[config.mk]
export PLATFORM = sky130hd
export DESIGN_NAME = bounded_deque_with_delete_flat
export DESIGN_NICKNAME = d
export VERILOG_FILES = /design/src/rtl/bdq_pkg.sv /design/src/rtl/bdq_ifs.sv /design/src/rtl/bdq_ram.sv /design/src/rtl/bdq_outreg.sv /design/src/rtl/bdq_seq.sv /design/src/rtl/bounded_deque_with_delete.sv /design/src/flat_wrapper.sv
export SDC_FILE = /design/constraint.sdc
export NUM_CORES = 1
export LEC_CHECK = 0
export ABC_AREA = 1
export ABC_CLOCK_PERIOD_IN_PS = 4100
export BUFFER_PORTS_ARGS = -buffer_cell sky130_fd_sc_hd__buf_2
export CAP_MARGIN = 40
export CORE_ASPECT_RATIO = 0.9
export CORE_MARGIN = 5
export CORE_UTILIZATION = 53
export DETAILED_ROUTE_END_ITERATION = 16
export GPL_ROUTABILITY_DRIVEN = 0
export PLACE_DENSITY_LB_ADDON = 0.25
export SYNTH_ARGS = -nofsm -noshare
export SYNTH_HDL_FRONTEND = slang
export SYNTH_HIERARCHICAL = 1
export SYNTH_SLANG_ARGS = --single-unit
[constraint.sdc]
create_clock -name clock -period 4.1 [get_ports clock]
set_clock_uncertainty 0.05 [all_clocks]
set_input_delay 0.82 -clock clock [delete_from_list [all_inputs] [get_ports clock]]
set_output_delay 0.82 -clock clock [all_outputs]
set_load 0.02 [all_outputs]
[src/rtl/bdq_pkg.sv]
package bdq_pkg;

   localparam int DEPTH    = 16;
   localparam int IDX_W    = $clog2(DEPTH);
   localparam int CNT_W    = $clog2(DEPTH + 1);
   localparam int KIND_W   = 3;
   localparam int DATA_W   = 32;
   localparam int STATUS_W = 2;

   typedef logic [IDX_W-1:0] idx_type;
   typedef logic [CNT_W-1:0] cnt_type;

   localparam logic [IDX_W:0] DEPTH_X  = (IDX_W + 1)'(DEPTH);
   localparam idx_type        LAST_IDX = IDX_W'(DEPTH - 1);
   localparam cnt_type        FULL_CNT = CNT_W'(DEPTH);

   // Request kinds.
   localparam logic [KIND_W-1:0] K_PUSH_FRONT = 3'd0;
   localparam logic [KIND_W-1:0] K_PUSH_BACK  = 3'd1;
   localparam logic [KIND_W-1:0] K_POP_FRONT  = 3'd2;
   localparam logic [KIND_W-1:0] K_POP_BACK   = 3'd3;
   localparam logic [KIND_W-1:0] K_REMOVE     = 3'd4;
   localparam logic [KIND_W-1:0] K_LIST       = 3'd5;
   localparam logic [KIND_W-1:0] K_CLEAR      = 3'd6;
   localparam logic [KIND_W-1:0] K_NONE       = 3'd7;

   // Result status codes.
   localparam logic [STATUS_W-1:0] ST_OK        = 2'd0;
   localparam logic [STATUS_W-1:0] ST_EMPTY     = 2'd1;
   localparam logic [STATUS_W-1:0] ST_FULL      = 2'd2;
   localparam logic [STATUS_W-1:0] ST_NOT_FOUND = 2'd3;

   typedef struct packed {
      logic [STATUS_W-1:0]      status;
      logic signed [DATA_W-1:0] value_res;
      cnt_type                  count;
      logic                     last;
   } rsp_item_type;

   // Physical slot of logical position pos counted from base; pos is below DEPTH.
   function automatic idx_type slot_of(input idx_type base, input cnt_type pos);
      logic [IDX_W:0] sum;
      sum = {1'b0, base} + {1'b0, pos[IDX_W-1:0]};
      if (sum >= DEPTH_X) begin
         sum = sum - DEPTH_X;
      end
      return sum[IDX_W-1:0];
   endfunction

endpackage

[src/rtl/bdq_ifs.sv]
interface bdq_req_if;
   import bdq_pkg::*;

   logic                     valid;
   logic                     ready;
   logic [KIND_W-1:0]        kind;
   logic signed [DATA_W-1:0] value;

   modport source (output valid, output kind, output value, input ready);
   modport sink   (input valid, input kind, input value, output ready);
endinterface

interface bdq_rsp_if;
   import bdq_pkg::*;

   logic                     valid;
   logic                     ready;
   logic [STATUS_W-1:0]      status;
   logic signed [DATA_W-1:0] value_res;
   logic [CNT_W-1:0]         count;
   logic                     last;

   modport source (output valid, output status, output value_res, output count,
                   output last, input ready);
   modport sink   (input valid, input status, input value_res, input count,
                   input last, output ready);
endinterface

[src/rtl/bdq_ram.sv]
module bdq_ram #(
   parameter int WIDTH = 32,
   parameter int DEPTH = 16
) (
   input  logic                     clock,
   input  logic                     wr_en,
   input  logic [$clog2(DEPTH)-1:0] wr_addr,
   input  logic [WIDTH-1:0]         wr_data,
   input  logic                     rd_en,
   input  logic [$clog2(DEPTH)-1:0] rd_addr,
   output logic [WIDTH-1:0]         rd_data
);

   logic [WIDTH-1:0] mem_ff [DEPTH];
   logic [WIDTH-1:0] rd_data_ff;

   always_ff @(posedge clock) begin
      if (wr_en) begin
         mem_ff[wr_addr] <= wr_data;
      end
      if (rd_en) begin
         rd_data_ff <= mem_ff[rd_addr];
      end
   end

   assign rd_data = rd_data_ff;

endmodule

[src/rtl/bdq_outreg.sv]
module bdq_outreg (
   input  logic                  clock,
   input  logic                  reset,
   input  logic                  load,
   input  bdq_pkg::rsp_item_type item,
   output logic                  free,
   bdq_rsp_if.source             rsp_ch
);
   import bdq_pkg::*;

   logic         valid_ff, valid_in;
   rsp_item_type item_ff;

   assign free = !valid_ff || rsp_ch.ready;

   always_comb begin
      valid_in = valid_ff;
      if (load) begin
         valid_in = 1'b1;
      end else if (rsp_ch.ready) begin
         valid_in = 1'b0;
      end
   end

   always_ff @(posedge clock) begin
      if (reset) begin
         valid_ff <= 1'b0;
      end else begin
         valid_ff <= valid_in;
      end
   end

   always_ff @(posedge clock) begin
      if (load) begin
         item_ff <= item;
      end
   end

   assign rsp_ch.valid     = valid_ff;
   assign rsp_ch.status    = item_ff.status;
   assign rsp_ch.value_res = item_ff.value_res;
   assign rsp_ch.count     = item_ff.count;
   assign rsp_ch.last      = item_ff.last;

endmodule

[src/rtl/bdq_seq.sv]
module bdq_seq (
   input  logic                       clock,
   input  logic                       reset,
   bdq_req_if.sink                    req_ch,
   output logic                       wr_en,
   output bdq_pkg::idx_type           wr_addr,
   output logic [bdq_pkg::DATA_W-1:0] wr_data,
   output logic                       rd_en,
   output bdq_pkg::idx_type           rd_addr,
   input  logic [bdq_pkg::DATA_W-1:0] rd_data,
   input  logic                       out_free,
   output logic                       out_load,
   output bdq_pkg::rsp_item_type      out_item
);
   import bdq_pkg::*;

   localparam logic [3:0] S_IDLE     = 4'd0;
   localparam logic [3:0] S_EXEC     = 4'd1;
   localparam logic [3:0] S_POP      = 4'd2;
   localparam logic [3:0] S_LIST_RD  = 4'd3;
   localparam logic [3:0] S_LIST_EM  = 4'd4;
   localparam logic [3:0] S_SRCH_RD  = 4'd5;
   localparam logic [3:0] S_SRCH_CMP = 4'd6;
   localparam logic [3:0] S_SHIFT_RD = 4'd7;
   localparam logic [3:0] S_SHIFT_WR = 4'd8;
   localparam logic [3:0] S_EMIT     = 4'd9;

   logic [3:0]               state_ff, state_in;
   idx_type                  front_ff, front_in;
   cnt_type                  count_ff, count_in;
   cnt_type                  pos_ff, pos_in;
   logic [KIND_W-1:0]        kind_ff, kind_in;
   logic signed [DATA_W-1:0] value_ff, value_in;
   rsp_item_type             res_ff, res_in;

   logic    is_full, is_empty;
   cnt_type pos_next;
   idx_type front_dec, front_inc;

   assign is_full   = (count_ff == FULL_CNT);
   assign is_empty  = (count_ff == '0);
   assign pos_next  = pos_ff + 1'b1;
   assign front_dec = (front_ff == '0) ? LAST_IDX : front_ff - 1'b1;
   assign front_inc = (front_ff == LAST_IDX) ? '0 : front_ff + 1'b1;

   assign req_ch.ready = (state_ff == S_IDLE);

   always_comb begin
      state_in = state_ff;
      front_in = front_ff;
      count_in = count_ff;
      pos_in   = pos_ff;
      kind_in  = kind_ff;
      value_in = value_ff;
      res_in   = res_ff;
      wr_en    = 1'b0;
      wr_addr  = '0;
      wr_data  = value_ff;
      rd_en    = 1'b0;
      rd_addr  = '0;
      out_load = 1'b0;
      out_item = res_ff;

      case (state_ff)
         S_IDLE: begin
            if (req_ch.valid) begin
               kind_in  = req_ch.kind;
               value_in = req_ch.value;
               state_in = S_EXEC;
            end
         end
         S_EXEC: begin
            state_in = S_EMIT;
            case (kind_ff)
               K_PUSH_FRONT, K_PUSH_BACK: begin
                  if (is_full) begin
                     res_in = '{status: ST_FULL, value_res: '0, count: count_ff, last: 1'b1};
                  end else begin
                     wr_en = 1'b1;
                     if (kind_ff == K_PUSH_FRONT) begin
                        wr_addr  = front_dec;
                        front_in = front_dec;
                     end else begin
                        wr_addr = slot_of(front_ff, count_ff);
                     end
                     count_in = count_ff + 1'b1;
                     res_in   = '{status: ST_OK, value_res: value_ff,
                                  count: count_ff + 1'b1, last: 1'b1};
                  end
               end
               K_POP_FRONT, K_POP_BACK: begin
                  if (is_empty) begin
                     res_in = '{status: ST_EMPTY, value_res: '0, count: '0, last: 1'b1};
                  end else begin
                     rd_en = 1'b1;
                     if (kind_ff == K_POP_FRONT) begin
                        rd_addr  = front_ff;
                        front_in = front_inc;
                     end else begin
                        rd_addr = slot_of(front_ff, count_ff - 1'b1);
                     end
                     count_in = count_ff - 1'b1;
                     state_in = S_POP;
                  end
               end
               K_REMOVE, K_LIST: begin
                  if (is_empty) begin
                     res_in = '{status: ST_EMPTY, value_res: '0, count: '0, last: 1'b1};
                  end else begin
                     pos_in   = '0;
                     state_in = (kind_ff == K_REMOVE) ? S_SRCH_RD : S_LIST_RD;
                  end
               end
               K_CLEAR: begin
                  front_in = '0;
                  count_in = '0;
                  res_in   = '{status: ST_OK, value_res: '0, count: '0, last: 1'b1};
               end
               default: begin
                  // No request: nothing changes and no item goes out.
                  state_in = S_IDLE;
               end
            endcase
         end
         S_POP: begin
            // The read data register holds until the next read, so a stall is safe.
            out_item = '{status: ST_OK, value_res: $signed(rd_data), count: count_ff,
                         last: 1'b1};
            if (out_free) begin
               out_load = 1'b1;
               state_in = S_IDLE;
            end
         end
         S_LIST_RD: begin
            rd_en    = 1'b1;
            rd_addr  = slot_of(front_ff, pos_ff);
            state_in = S_LIST_EM;
         end
         S_LIST_EM: begin
            out_item = '{status: ST_OK, value_res: $signed(rd_data), count: count_ff,
                         last: (pos_next == count_ff)};
            if (out_free) begin
               out_load = 1'b1;
               pos_in   = pos_next;
               state_in = (pos_next == count_ff) ? S_IDLE : S_LIST_RD;
            end
         end
         S_SRCH_RD: begin
            rd_en    = 1'b1;
            rd_addr  = slot_of(front_ff, pos_ff);
            state_in = S_SRCH_CMP;
         end
         S_SRCH_CMP: begin
            if ($signed(rd_data) == value_ff) begin
               state_in = S_SHIFT_RD;
            end else if (pos_next == count_ff) begin
               res_in   = '{status: ST_NOT_FOUND, value_res: '0, count: count_ff,
                            last: 1'b1};
               state_in = S_EMIT;
            end else begin
               pos_in   = pos_next;
               state_in = S_SRCH_RD;
            end
         end
         S_SHIFT_RD: begin
            // Close the gap: each later entry moves one place toward the front.
            if (pos_next < count_ff) begin
               rd_en    = 1'b1;
               rd_addr  = slot_of(front_ff, pos_next);
               state_in = S_SHIFT_WR;
            end else begin
               count_in = count_ff - 1'b1;
               res_in   = '{status: ST_OK, value_res: value_ff, count: count_ff - 1'b1,
                            last: 1'b1};
               state_in = S_EMIT;
            end
         end
         S_SHIFT_WR: begin
            wr_en    = 1'b1;
            wr_addr  = slot_of(front_ff, pos_ff);
            wr_data  = rd_data;
            pos_in   = pos_next;
            state_in = S_SHIFT_RD;
         end
         S_EMIT: begin
            if (out_free) begin
               out_load = 1'b1;
               state_in = S_IDLE;
            end
         end
         default: begin
            state_in = S_IDLE;
         end
      endcase
   end

   always_ff @(posedge clock) begin
      if (reset) begin
         state_ff <= S_IDLE;
         front_ff <= '0;
         count_ff <= '0;
      end else begin
         state_ff <= state_in;
         front_ff <= front_in;
         count_ff <= count_in;
      end
   end

   always_ff @(posedge clock) begin
      pos_ff   <= pos_in;
      kind_ff  <= kind_in;
      value_ff <= value_in;
      res_ff   <= res_in;
   end

endmodule

[src/rtl/bounded_deque_with_delete.sv]
// Channel   Role    Handshake      Payload
// req_ch    in      valid/ready    kind, value
// rsp_ch    out     valid/ready    status, value_res, count, last
//
// One request is handled at a time; req_ch.ready is high only while idle.
// A listing reads and emits each entry in turn; a removal reads and compares
// each entry from the front until a match, then moves each later entry one place
// toward the front; all reads go through the single read port, whose read data
// is registered.
// Reset empties the deque at once; the entry memory is not cleared. A stalled
// rsp_ch holds the sequencer at its next result while one waits in the output register.
module bounded_deque_with_delete (
   input  logic      clock,
   input  logic      reset,
   bdq_req_if.sink   req_ch,
   bdq_rsp_if.source rsp_ch
);
   import bdq_pkg::*;

   logic              wr_en, rd_en;
   idx_type           wr_addr, rd_addr;
   logic [DATA_W-1:0] wr_data, rd_data;
   logic              out_free, out_load;
   rsp_item_type      out_item;

   bdq_seq u_seq (
      .clock    (clock),
      .reset    (reset),
      .req_ch   (req_ch),
      .wr_en    (wr_en),
      .wr_addr  (wr_addr),
      .wr_data  (wr_data),
      .rd_en    (rd_en),
      .rd_addr  (rd_addr),
      .rd_data  (rd_data),
      .out_free (out_free),
      .out_load (out_load),
      .out_item (out_item)
   );

   bdq_ram #(
      .WIDTH (DATA_W),
      .DEPTH (DEPTH)
   ) u_ram (
      .clock   (clock),
      .wr_en   (wr_en),
      .wr_addr (wr_addr),
      .wr_data (wr_data),
      .rd_en   (rd_en),
      .rd_addr (rd_addr),
      .rd_data (rd_data)
   );

   bdq_outreg u_outreg (
      .clock  (clock),
      .reset  (reset),
      .load   (out_load),
      .item   (out_item),
      .free   (out_free),
      .rsp_ch (rsp_ch)
   );

endmodule

[src/flat_wrapper.sv]
// flat-port wrapper written by rule: the top's interface ports become plain ports
module bounded_deque_with_delete_flat import bdq_pkg::*;
  (clock, reset, req_ch_valid, req_ch_kind, req_ch_value, req_ch_ready, rsp_ch_valid, rsp_ch_status, rsp_ch_value_res, rsp_ch_count, rsp_ch_last, rsp_ch_ready);
  bdq_req_if req_ch_i ();
  bdq_rsp_if rsp_ch_i ();
  input  logic clock;
  input  logic reset;
  input wire logic [$bits(req_ch_i.valid)-1:0] req_ch_valid;
  input wire logic [$bits(req_ch_i.kind)-1:0] req_ch_kind;
  input wire logic [$bits(req_ch_i.value)-1:0] req_ch_value;
  output wire logic [$bits(req_ch_i.ready)-1:0] req_ch_ready;
  output wire logic [$bits(rsp_ch_i.valid)-1:0] rsp_ch_valid;
  output wire logic [$bits(rsp_ch_i.status)-1:0] rsp_ch_status;
  output wire logic [$bits(rsp_ch_i.value_res)-1:0] rsp_ch_value_res;
  output wire logic [$bits(rsp_ch_i.count)-1:0] rsp_ch_count;
  output wire logic [$bits(rsp_ch_i.last)-1:0] rsp_ch_last;
  input wire logic [$bits(rsp_ch_i.ready)-1:0] rsp_ch_ready;
  assign req_ch_i.valid = req_ch_valid;
  assign req_ch_i.kind = req_ch_kind;
  assign req_ch_i.value = req_ch_value;
  assign req_ch_ready = req_ch_i.ready;
  assign rsp_ch_valid = rsp_ch_i.valid;
  assign rsp_ch_status = rsp_ch_i.status;
  assign rsp_ch_value_res = rsp_ch_i.value_res;
  assign rsp_ch_count = rsp_ch_i.count;
  assign rsp_ch_last = rsp_ch_i.last;
  assign rsp_ch_i.ready = rsp_ch_ready;
  bounded_deque_with_delete u_core (.clock(clock), .reset(reset), .req_ch(req_ch_i), .rsp_ch(rsp_ch_i));
endmodule
# --- Word level (Yosys, flattened, before mapping) ---
# Memory sizes are Yosys's and may differ from the RTL's. A register that Yosys moved wholly into a read port is not among the register bits.
# Index checks and enable logic that the tools add are counted.
word_totals:
  ff_bits: 134
  mem_bits_rw: 512
  mem_count: 1
op_classes:
  addsub: 13
  n_lt_le_gt_ge: 5
  eq_ne: 37
  muxes: 65
  reduce_logical: 25
memory_table:
  columns: ["memory", "depth", "word_bits", "read_ports", "rd_clocked_by_memory_dff", "wr", "line_no", "text"]
  rows:
  - ["u_core.u_ram.mem_ff", 16, 32, 1, 1, 1, "bdq_ram.sv:14", "logic [WIDTH-1:0] mem_ff [DEPTH];"]
op_table:
  columns: ["op", "n"]
  rows:
  - ["case mux 40 bit (3 select lines)", 2]
  - ["two-way mux 40 bit", 5]
  - ["two-way mux 4 bit", 24]
  - ["case mux 40 bit (2 select lines)", 1]
  - ["two-way mux 5 bit", 8]
  - ["case mux 4 bit (3 select lines)", 3]
  - ["case mux 4 bit (9 select lines)", 1]
  - ["== test 32 bit", 1]
  - ["two-way mux 32 bit", 1]
  - ["!= test 2 bit, second input constant", 11]
  - ["adder 4 x 4 -> 5 bit", 4]
  - ["greater-or-equal comparator 5 bit, second input constant", 4]
  - ["case mux 5 bit (4 select lines)", 1]
  - ["subtractor 4 x 1 -> 4 bit, second input constant", 5]
  - ["AND reduction 6 bit", 3]
  - ["== test 4 x 3 -> 1 bit, second input constant", 4]
  - ["case mux 5 bit (3 select lines)", 1]
  - ["== test 4 bit, second input constant", 3]
  - ["two-way mux 1 bit", 12]
  - ["adder 5 x 1 -> 5 bit, second input constant", 2]
  - ["case mux 5 bit (2 select lines)", 1]
  - ["OR reduction 2 bit", 5]
  - ["== test 3 bit, second input constant", 3]
  - ["!= test 3 bit, second input constant", 3]
  - ["other kinds (30)", 37]

# --- Logic depth before layout (Yosys ltp) ---
# Gate-level depths: netlist (run 1).
logic_depth:
  depth_word: 8
  mapped_depth: 21
  ltp_nobuf: 18

# --- Hierarchy ---
# Netlist (run 1), hierarchy kept.
by_module_without_submodules:
  columns: ["mod", "n_inst", "cells_each", "area_each_um2"]
  rows:
  - ["bdq_ram", 1, 2122, 23065.9]
  - ["bdq_seq", 1, 775, 6058.3]
  - ["bdq_outreg", 1, 45, 1243.7]

# --- Worst setup path after synthesis (run 1) ---
# OpenSTA, ideal clock, no wires.
synth_path:
  path_kind: "register to register"
  startpoint: "reg u_core.u_seq.front_ff[0]"
  endpoint: "mem u_core.u_ram.mem_ff[14][0], enable pin"
  setup_time_ns: 0.421
  t_arrival_ns: 3.082
  required_ns: 3.629
  slack_ns: 0.547
  stages_incl_launch_ff: 8
  path_cell_list: "dfxtp_1 ha_1 fa_1 xor2_1 nor2_1 o32ai_1 nand2_1 nor2_1"
synth_between:
  elab_chain_cells: 7
  elab_cells_between_ends: 15
synth_lines:
  columns: ["element", "line_no", "text"]
  rows:
  - ["start: declaration", "bdq_seq.sv:29", "idx_type front_ff, front_in;"]
  - ["start signal: assignment", "bdq_seq.sv:204", "front_ff <= front_in;"]
  - ["adder 4 x 4 -> 5 bit", "bdq_pkg.sv:43", "sum = {1'b0, base} + {1'b0, pos[IDX_W-1:0]};"]
  - ["subtractor 4 x 1 -> 4 bit or greater-or-equal comparator 5 bit (tied branches)", "bdq_pkg.sv:45, bdq_pkg.sv:44", null]
  - ["two-way mux 4 bit", "bdq_pkg.sv:44", "if (sum >= DEPTH_X) begin"]
  - ["two-way mux 4 bit", "bdq_seq.sv:80", "if (kind_ff == K_PUSH_FRONT) begin"]
  - ["two-way mux 4 bit", "bdq_seq.sv:76", "if (is_full) begin"]
  - ["two-way mux 4 bit", "bdq_seq.sv:74", "case (kind_ff)"]
  - ["case mux 4 bit (2 select lines) *", "bdq_seq.sv:64", "case (state_ff)"]
  - ["named net u_core.wr_addr[2]", "bounded_deque_with_delete.sv:21", "idx_type wr_addr, rd_addr;"]
  - ["end: declaration", "bdq_ram.sv:14", null]
# Mark *: on every way through the listed nets, which the timed path passes. The rest lies on a longest branch.

# --- Worst setup path after layout (run 1) ---
layout_path:
  startpoint: "reg u_core.u_seq.pos_ff[1]"
  endpoint: "reg u_core.u_ram.rd_data_ff[4], in the netlist u_core/u_ram/rd_data[4], read port of u_core.u_ram.mem_ff (data pin)"
layout_between:
  elab_chain_cells: 6
  elab_cells_between_ends: 14
layout_lines:
  columns: ["element", "line_no", "text"]
  rows:
  - ["start: declaration", "bdq_seq.sv:31", "cnt_type pos_ff, pos_in;"]
  - ["start signal: assignment", "bdq_seq.sv:210", "pos_ff <= pos_in;"]
  - ["adder 5 x 1 -> 5 bit *", "bdq_seq.sv:42", "assign pos_next = pos_ff + 1'b1;"]
  - ["named net u_core.u_seq.pos_next[2]", "bdq_seq.sv:37", "cnt_type pos_next;"]
  - ["adder 4 x 4 -> 5 bit", "bdq_pkg.sv:43", null]
  - ["greater-or-equal comparator 5 bit", "bdq_pkg.sv:44", null]
  - ["two-way mux 4 bit", "bdq_pkg.sv:44", null]
  - ["two-way mux 4 bit *", "bdq_seq.sv:167", "if (pos_next < count_ff) begin"]
  - ["case mux 4 bit (3 select lines) *", "bdq_seq.sv:64", null]
  - ["named net u_core.rd_addr[0]", "bounded_deque_with_delete.sv:21", null]
  - ["end: declaration", "bdq_ram.sv:15", "logic [WIDTH-1:0] rd_data_ff;"]
# Marked as above.
# A chain may end at the register's enable or synchronous reset.

==> results by group, run 1 <==
Run status
  – Status: complete, no violations

Global routing
  – Largest net degree at the start of global routing: 86
  – GRT Total Usage: 23.8%
  – First-pass GRT wire length: 115,000 um
  – Vias in the first global route: ~20,000
  – Initial antenna violation count: 1
  – GRT overflow: 0

Place
  – I/O Buffers: 80
  – Hpwl dp: 43,400 um
  – # placed instances: 3,756
  – DP Area: roughly 0.032 mm2

Finish
  – Area of all placed cells without fillers: 0.0344 mm2
  – Finished Layout Cells: about 3,900
  – Layout Nets: 3,132
  – Layout Utilization: 60.5%
  – Most common cell after layout, fill and taps aside: nand2_1
  – # diodes: 0
  – Area grow syn2layout: 13.4%
  – Share of cells above drive strength 1: 10.5%
  – Most frequent cells in the layout: 903 x nand2_1, 663 x edfxtp_1, 501 x inv_1, 407 x nand3_1, 88 x o21ai_0

Route
  – DRT iter0 DRCs: 2,479
  – Routed Antenna Nets: 0
  – Drt drc: 0
  – Drt pass-1 iters: 6
  – Vias per cell: 5.33
  – WL final: between 70,000 and 80,000 um
  – Vias: ~21,000
  – WL per Instance: roughly 19 um

Setup path
  – R2R Path Start: u_core/u_seq/pos_ff[1]
  – Crit Path Class: flip-flop to flip-flop
  – CP endpoint kind: flip-flop
  – Worst r2r path cells: 18
  – Worst setup SP type: flip-flop
  – Maximum fanout along the worst path: 44
  – Worst r2r dst: u_core/u_ram/rd_data[4]
  – Required time of the critical path: 4.40 ns
  – FF-to-FF setup slack: 0.25 ns
  – Worst Path Arrival: 4.15 ns

Die
  – Cell Rows: 83
  – Y dimension of the die: 237 um
  – Total die area: 0.0622 mm2
  – Io pins: a little over 80
  – Initial Util: 53.4%
  – Core Area: 0.0569 mm2
  – Die W: 262 um

Clocking
  – # hold bufs at CTS: 0
  – Post-CTS Setup Repair Bufs: 0
  – Worst skew pair latency: 0.61 ns
  – H-tree depth: 3
  – CTS Sinks: 677
  – CTS Buf Count: 70
  – CTS resizes: 0
  – TritonCTS clock tree: yes
  – Clock buffer depth: 3
  – Root buffer cell: clkbuf_16
  – Clk slew on worst S/H paths: 0.06 ns

Min path
  – Worst hold endpoint: u_core/u_seq/value_ff[26]
  – Hold_sp: req_ch_value[26]
  – Worst min path class: primary input to flip-flop
  – Hold Crit Depth: 1

STA
  – RSZ-0062 raised after global routing: no
  – Worst slew pin tran: around 0.71 ns
  – Final period util: 94.0%
  – Worst slew margin: 52.4%
  – Final setup violation count: 0
  – Slew Viols, Final: 0
  – Final Hold Fails: 0
  – Minimum clock period: 3.85 ns
  – FMAX: between 200 and 300 MHz
  – Fin Hold WS: 0.338 ns
  – Setup TNS: 0 ns

Synth
  – Mapped Area: 0.0304 mm2
  – Predominant post-synthesis flop cell: edfxtp_1
  – Synth Warn #: 6
  – Yosys reg bits: ~680
  – Synth Instances: 2,942
  – Seq/Total Area, Yosys: 66.5%
  – Mean Syn Cell Area: 10.3 um2
  – Post-Syn Nets: 3,011
  – Cell variety after synth: 43
  – Async S/R FF share, synth: 0%
  – EDFF count, synth: 663

Power and ir drop
  – Static Leak: between 10 and 15 nW
  – Pwr dens: 636 mW/mm2
  – Worst VDD drop: 0.296 mV

Run
  – Max-Cap Viols: 0
-- report_power, final --
| group | internal (mW) | leakage [nW] | switching (mW) |
|---|---|---|---|
| combinational | 1.80 | 7.25 | 4.23 |
| clock | 3.73 | 1.12 | 2.57 |
| sequential | 9.19 | 6.12 | 0.379 |
| total | 14.7 | 14.5 | 7.18 |
-- layer usage --
metal  vias up  wire, um  GRT usage (%)
li1       9809         -              -
met1      9721     31700           34.5
met2      1024     33900           37.0
met3       149      7330           4.43
met4         0      2240           7.46
met5         -         0              0
-- sequential cells by signal, summed over array words and instances (netlist names) --
register	cells
u_core/u_seq/count_ff	5
u_core/u_seq/value_ff	32
u_core/u_seq/kind_ff	3
u_core/u_ram/rd_data	32
u_core/u_outreg/rsp_ch.count	5
u_core/u_outreg/rsp_ch.value_res	32
u_core/u_seq/res_ff	39
u_core/u_seq/state_ff	4
u_core/u_seq/pos_ff	5
u_core/u_outreg/rsp_ch.valid	1
u_core/u_ram/mem_ff	512
u_core/u_outreg/rsp_ch.status	2
u_core/u_seq/front_ff	4
u_core/u_outreg/rsp_ch.last	1
-- cell families (layout without fill, tap and decap cells) --
logic type	Yosys count	in the layout	share of synthesized area (%)
buffers and inverters	637	812	9.05
DFF	677	677	66.5
xor gates and xnor gates	41	41	1.18
adders and majority gates	30	30	1.33
and+or+nand+nor	1430	1430	19.7
AOI/OAI and AO/OA	127	127	2.29
-- metrics by stage --
step	total power, mW	worst slack (ns)
6_report	21.9	0.247
5_1_grt	23.0	0.00863
4_1_cts	22.0	0.272
3_5_place_dp	15.6	0.324
3_3_place_gp	15.5	0.396
2_1_floorplan	13.6	0.547
-- synth_stat cells (9+ instances only) --
cell / number / area share [%]
a21oi_1: 18 / 0.30
buf_1: 15 / 0.19
buf_2: 55 / 0.91
buf_4: 14 / 0.35
buf_6: 27 / 1.0
clkbuf_1: 11 / 0.14
dfxtp_1: 14 / 0.92
edfxtp_1: 663 / 66
ha_1: 26 / 1.1
inv_1: 502 / 6.2
inv_2: 9 / 0.11
nand2_1: 903 / 11
nand3_1: 408 / 6.7
nor2_1: 90 / 1.1
nor3_1: 9 / 0.15
o21ai_0: 88 / 1.5
xnor2_1: 27 / 0.78
xor2_1: 14 / 0.40
-- critical path, cell delays in order, from the launching register on --
cell	delay (ns)
edfxtp_1	0.47
ha_1	0.25
xor2_1	0.20
ha_1	0.32
nand2_1	0.06
a21oi_1	0.17
nor3_2	0.07
nand3_2	0.15
inv_1	0.10
nand2_1	0.06
o211ai_1	0.08
bufbuf_16	0.35
inv_6	0.36
buf_4	0.40
nand2_1	0.12
nand3_1	0.09
nand3_1	0.10
nand3_1	0.10
nand2_1	0.05
-- how the worst max path moves through the flow --
stage | slack (ns) | cells after the start | from | end
after global routing | 0.009 | 17 | u_core/u_seq/count_ff[3] | u_core/u_ram/rd_data[4]
after detailed placement | 0.32 | 19 | u_core/u_seq/pos_ff[1] | u_core/u_ram/rd_data[13]
after global placement | 0.40 | 19 | u_core/u_seq/pos_ff[0] | u_core/u_ram/rd_data[7]
final | 0.25 | 18 | u_core/u_seq/pos_ff[1] | u_core/u_ram/rd_data[4]
after floorplan | 0.55 | 7 | u_core/u_seq/front_ff[0] | u_core/u_ram/mem_ff[14][0]
after CTS | 0.27 | 19 | u_core/u_seq/pos_ff[1] | u_core/u_ram/rd_data[7]
-- final cells by class --
| class | instances | area, um2 |
|---|---|---|
| inverters | 513 | 1930 |
| multi-input cells | 1628 | 7620 |
| clock buffers | 91 | 1950 |
| repair buffers | 173 | 1450 |
| fillers | 4563 | 22500 |
| flip-flops and latches | 677 | 20200 |
| clock inverters | 35 | 342 |
| well taps | 765 | 957 |
Power figures use the tool's default switching activity.
==> inputs of run 2 (changes only) <==
- ABC_AREA: 1 -> not set
- HOLD_SLACK_MARGIN: not set -> 0.15
- MAX_ROUTING_LAYER: not set -> met4
==> results by group, run 2 <==
Synth
  – EDFF count, synth: about 660
  – Seq/Total Area, Yosys: around three quarters
  – Synth Warn #: 6
  – Synth Instances: 1,508
  – Top-count cell post-synth: edfxtp_1
  – Cell variety after synth: between 60 and 70
  – Post-Syn Nets: 1,577
  – Largest cells by area after synthesis: edfxtp_1 72%, mux4_2 10%, nand2_1 2.0%
  – Predominant post-synthesis flop cell: edfxtp_1
  – Yosys reg bits: 677
  – Yosys top cell by area: edfxtp_1
  – Synth top area share: between 70% and 80%
  – Post-synth top cells: 663 x edfxtp_1, 149 x nand2_1, 128 x mux4_2
  – Async S/R FF share, synth: 0%
  – Mean Syn Cell Area: 18.3 um2
  – Mapped Area: 0.0276 mm2

Die
  – Die W: 250 um
  – Cell Rows: 79
  – Total die area: 0.0567 mm2
  – Initial Util: 53.4%
  – Io pins: 81
  – Y dimension of the die: 226 um
  – Core Area: 0.0516 mm2

Power and ir drop
  – Worst VDD drop: 0.449 mV
  – Pwr dens: 598 mW/mm2
  – Static Leak: 10.3 nW
  – PnR Total Power: around 19 mW

STA
  – Final Hold Fails: 0
  – Fin Hold WS: 0.352 ns
  – Minimum clock period: 3.86 ns
  – Setup WS post-layout: 0.240 ns
  – RSZ-0062 raised after global routing: yes
  – Final setup violation count: 0
  – Worst slew pin tran: 0.883 ns
  – Final period util: between 90% and 100%
  – Setup TNS: 0 ns
  – Worst slew margin: between 40 and 50%
  – Slew Viols, Final: 0
  – FMAX: 259 MHz

Finish
  – Most frequent cells in the layout: 663 x edfxtp_1, 148 x nand2_1, 128 x mux4_2, 80 x buf_2, 69 x clkbuf_16
  – Top Registers: u_core/u_ram/mem_ff: 512 flops, u_core/u_seq/res_ff: 39 flops
  – Max reg flops: 512
  – Area of all placed cells without fillers: 0.0316 mm2
  – Finished Layout Cells: 2,386
  – # diodes: 0
  – Layout Utilization: between 60% and 70%
  – Area grow syn2layout: 14.8%
  – Layout Nets: 1,720
  – Most common cell after layout, fill and taps aside: edfxtp_1
  – Share of cells above drive strength 1: 26.3%
  – Largest register by flop count: u_core/u_ram/mem_ff

Route
  – Drt pass-1 iters: 5
  – WL per Instance: approximately 28 um
  – Drt drc: 0
  – Vias per cell: roughly 6.1
  – WL final: between 60,000 and 70,000 um
  – Routed Antenna Nets: 0
  – Vias: 14,700
  – DRT iter0 DRCs: 1,797

Run
  – Max-Cap Viols: 0

Setup path
  – Required time of the critical path: 4.39 ns
  – CP endpoint kind: flip-flop
  – Maximum fanout along the worst path: 15
  – Crit Path Class: flip-flop to flip-flop
  – Worst setup SP type: flip-flop
  – FF-to-FF setup slack: 0.24 ns
  – Worst Path Arrival: 4.15 ns

Clocking
  – Clock buffer depth: 3
  – CTS Buf Count: 68
  – TritonCTS clock tree: yes
  – CTS Sinks: 677
  – Worst skew pair latency: 0.59 ns
  – Post-CTS Setup Repair Bufs: 0
  – Clk slew on worst S/H paths: approximately 0.06 ns
  – Root buffer cell: clkbuf_16
  – H-tree depth: 3

Place
  – Pre-CTS setup slack: about 0.28 ns
  – I/O Buffers: 80
  – DP Area: 0.0296 mm2
  – # placed instances: roughly 2,300
  – Hpwl dp: about 37,000 um

Global routing
  – Vias in the first global route: 14,600
  – Largest net degree at the start of global routing: 42
  – GRT Total Usage: 24.1%
  – Initial antenna violation count: 0
  – First-pass GRT wire length: 96,900 um
  – GRT overflow: 0

Min path
  – Worst min path class: primary input to flip-flop

Run status
  – Status: complete, no violations
-- run 2: report_power, final --
| group | total (mW) | internal (mW) | switching (mW) | leakage [nW] |
|---|---|---|---|---|
| Combinational | 3.84 | 1.33 | 2.50 | 3.13 |
| Sequential | 9.20 | 8.91 | 0.297 | 6.12 |
| Clock | 5.86 | 3.40 | 2.47 | 1.01 |
-- run 2: metal layers --
metal	global-route usage [%]	up-vias	part of all wire, %
li1	-	6311	-
met1	33.6	7565	40
met2	37.9	674	48
met3	4.67	105	9.2
met4	5.69	0	2.2
met5	-	-	0
-- run 2: cells by family (layout without fill, tap and decap cells) --
kind of cell / count (synthesis) / in the layout / share of synthesized area, %
AND/OR/NAND/NOR: 328 / 328 / 5.85
multiplexers: 170 / 170 / 12.2
flip-flops: 677 / 677 / 73.2
buffers and inverters: 92 / 282 / 1.44
AO/OA/AOI/OAI: 160 / 160 / 4.22
adder cells (fa/ha/maj): 30 / 30 / 1.47
XOR/XNOR: 51 / 51 / 1.62
-- run 2: path summary, 6_finish.rpt --
kind,start,to,cells past startpoint
setup reg to reg,u_core/u_seq/pos_ff[0],u_core/u_ram/rd_data[4],12
setup / recovery,u_core/u_seq/pos_ff[0],u_core/u_ram/rd_data[4],12
hold reg to reg,u_core/u_seq/res_ff[39],u_core/u_outreg/rsp_ch.status[1],1
hold / removal,req_ch_value[19],u_core/u_seq/value_ff[19],1
-- run 2: final cells by class --
cell class              count  area, um2
multi-input cells         739       7200
well taps                 688        861
inverters                  19       71.3
flip-flops and latches    677      20200
clock buffers              81       1770
clock inverters            36        309
fillers                  3666      20000
repair buffers            146       1230
-- run 2: repair_timing --
| item | in CTS | in global routing |
|---|---|---|
| endpoints found under the setup margin | 0 | 2 |
| hold buffers | 0 | 0 |
| endpoints found under the hold margin | 0 | 0 |
| gates resized for setup | 0 | 0 |
-- run 2: critical path: stages (launching register included) --
cell      delay, ns
edfxtp_1       0.49
ha_1           0.27
xor2_1         0.27
ha_1           0.28
and3_1         0.21
o21a_1         0.14
nor3_1         0.21
nand2_1        0.14
o221ai_4       0.24
buf_4          0.42
mux4_2         0.55
a22oi_1        0.24
nand2_1        0.08
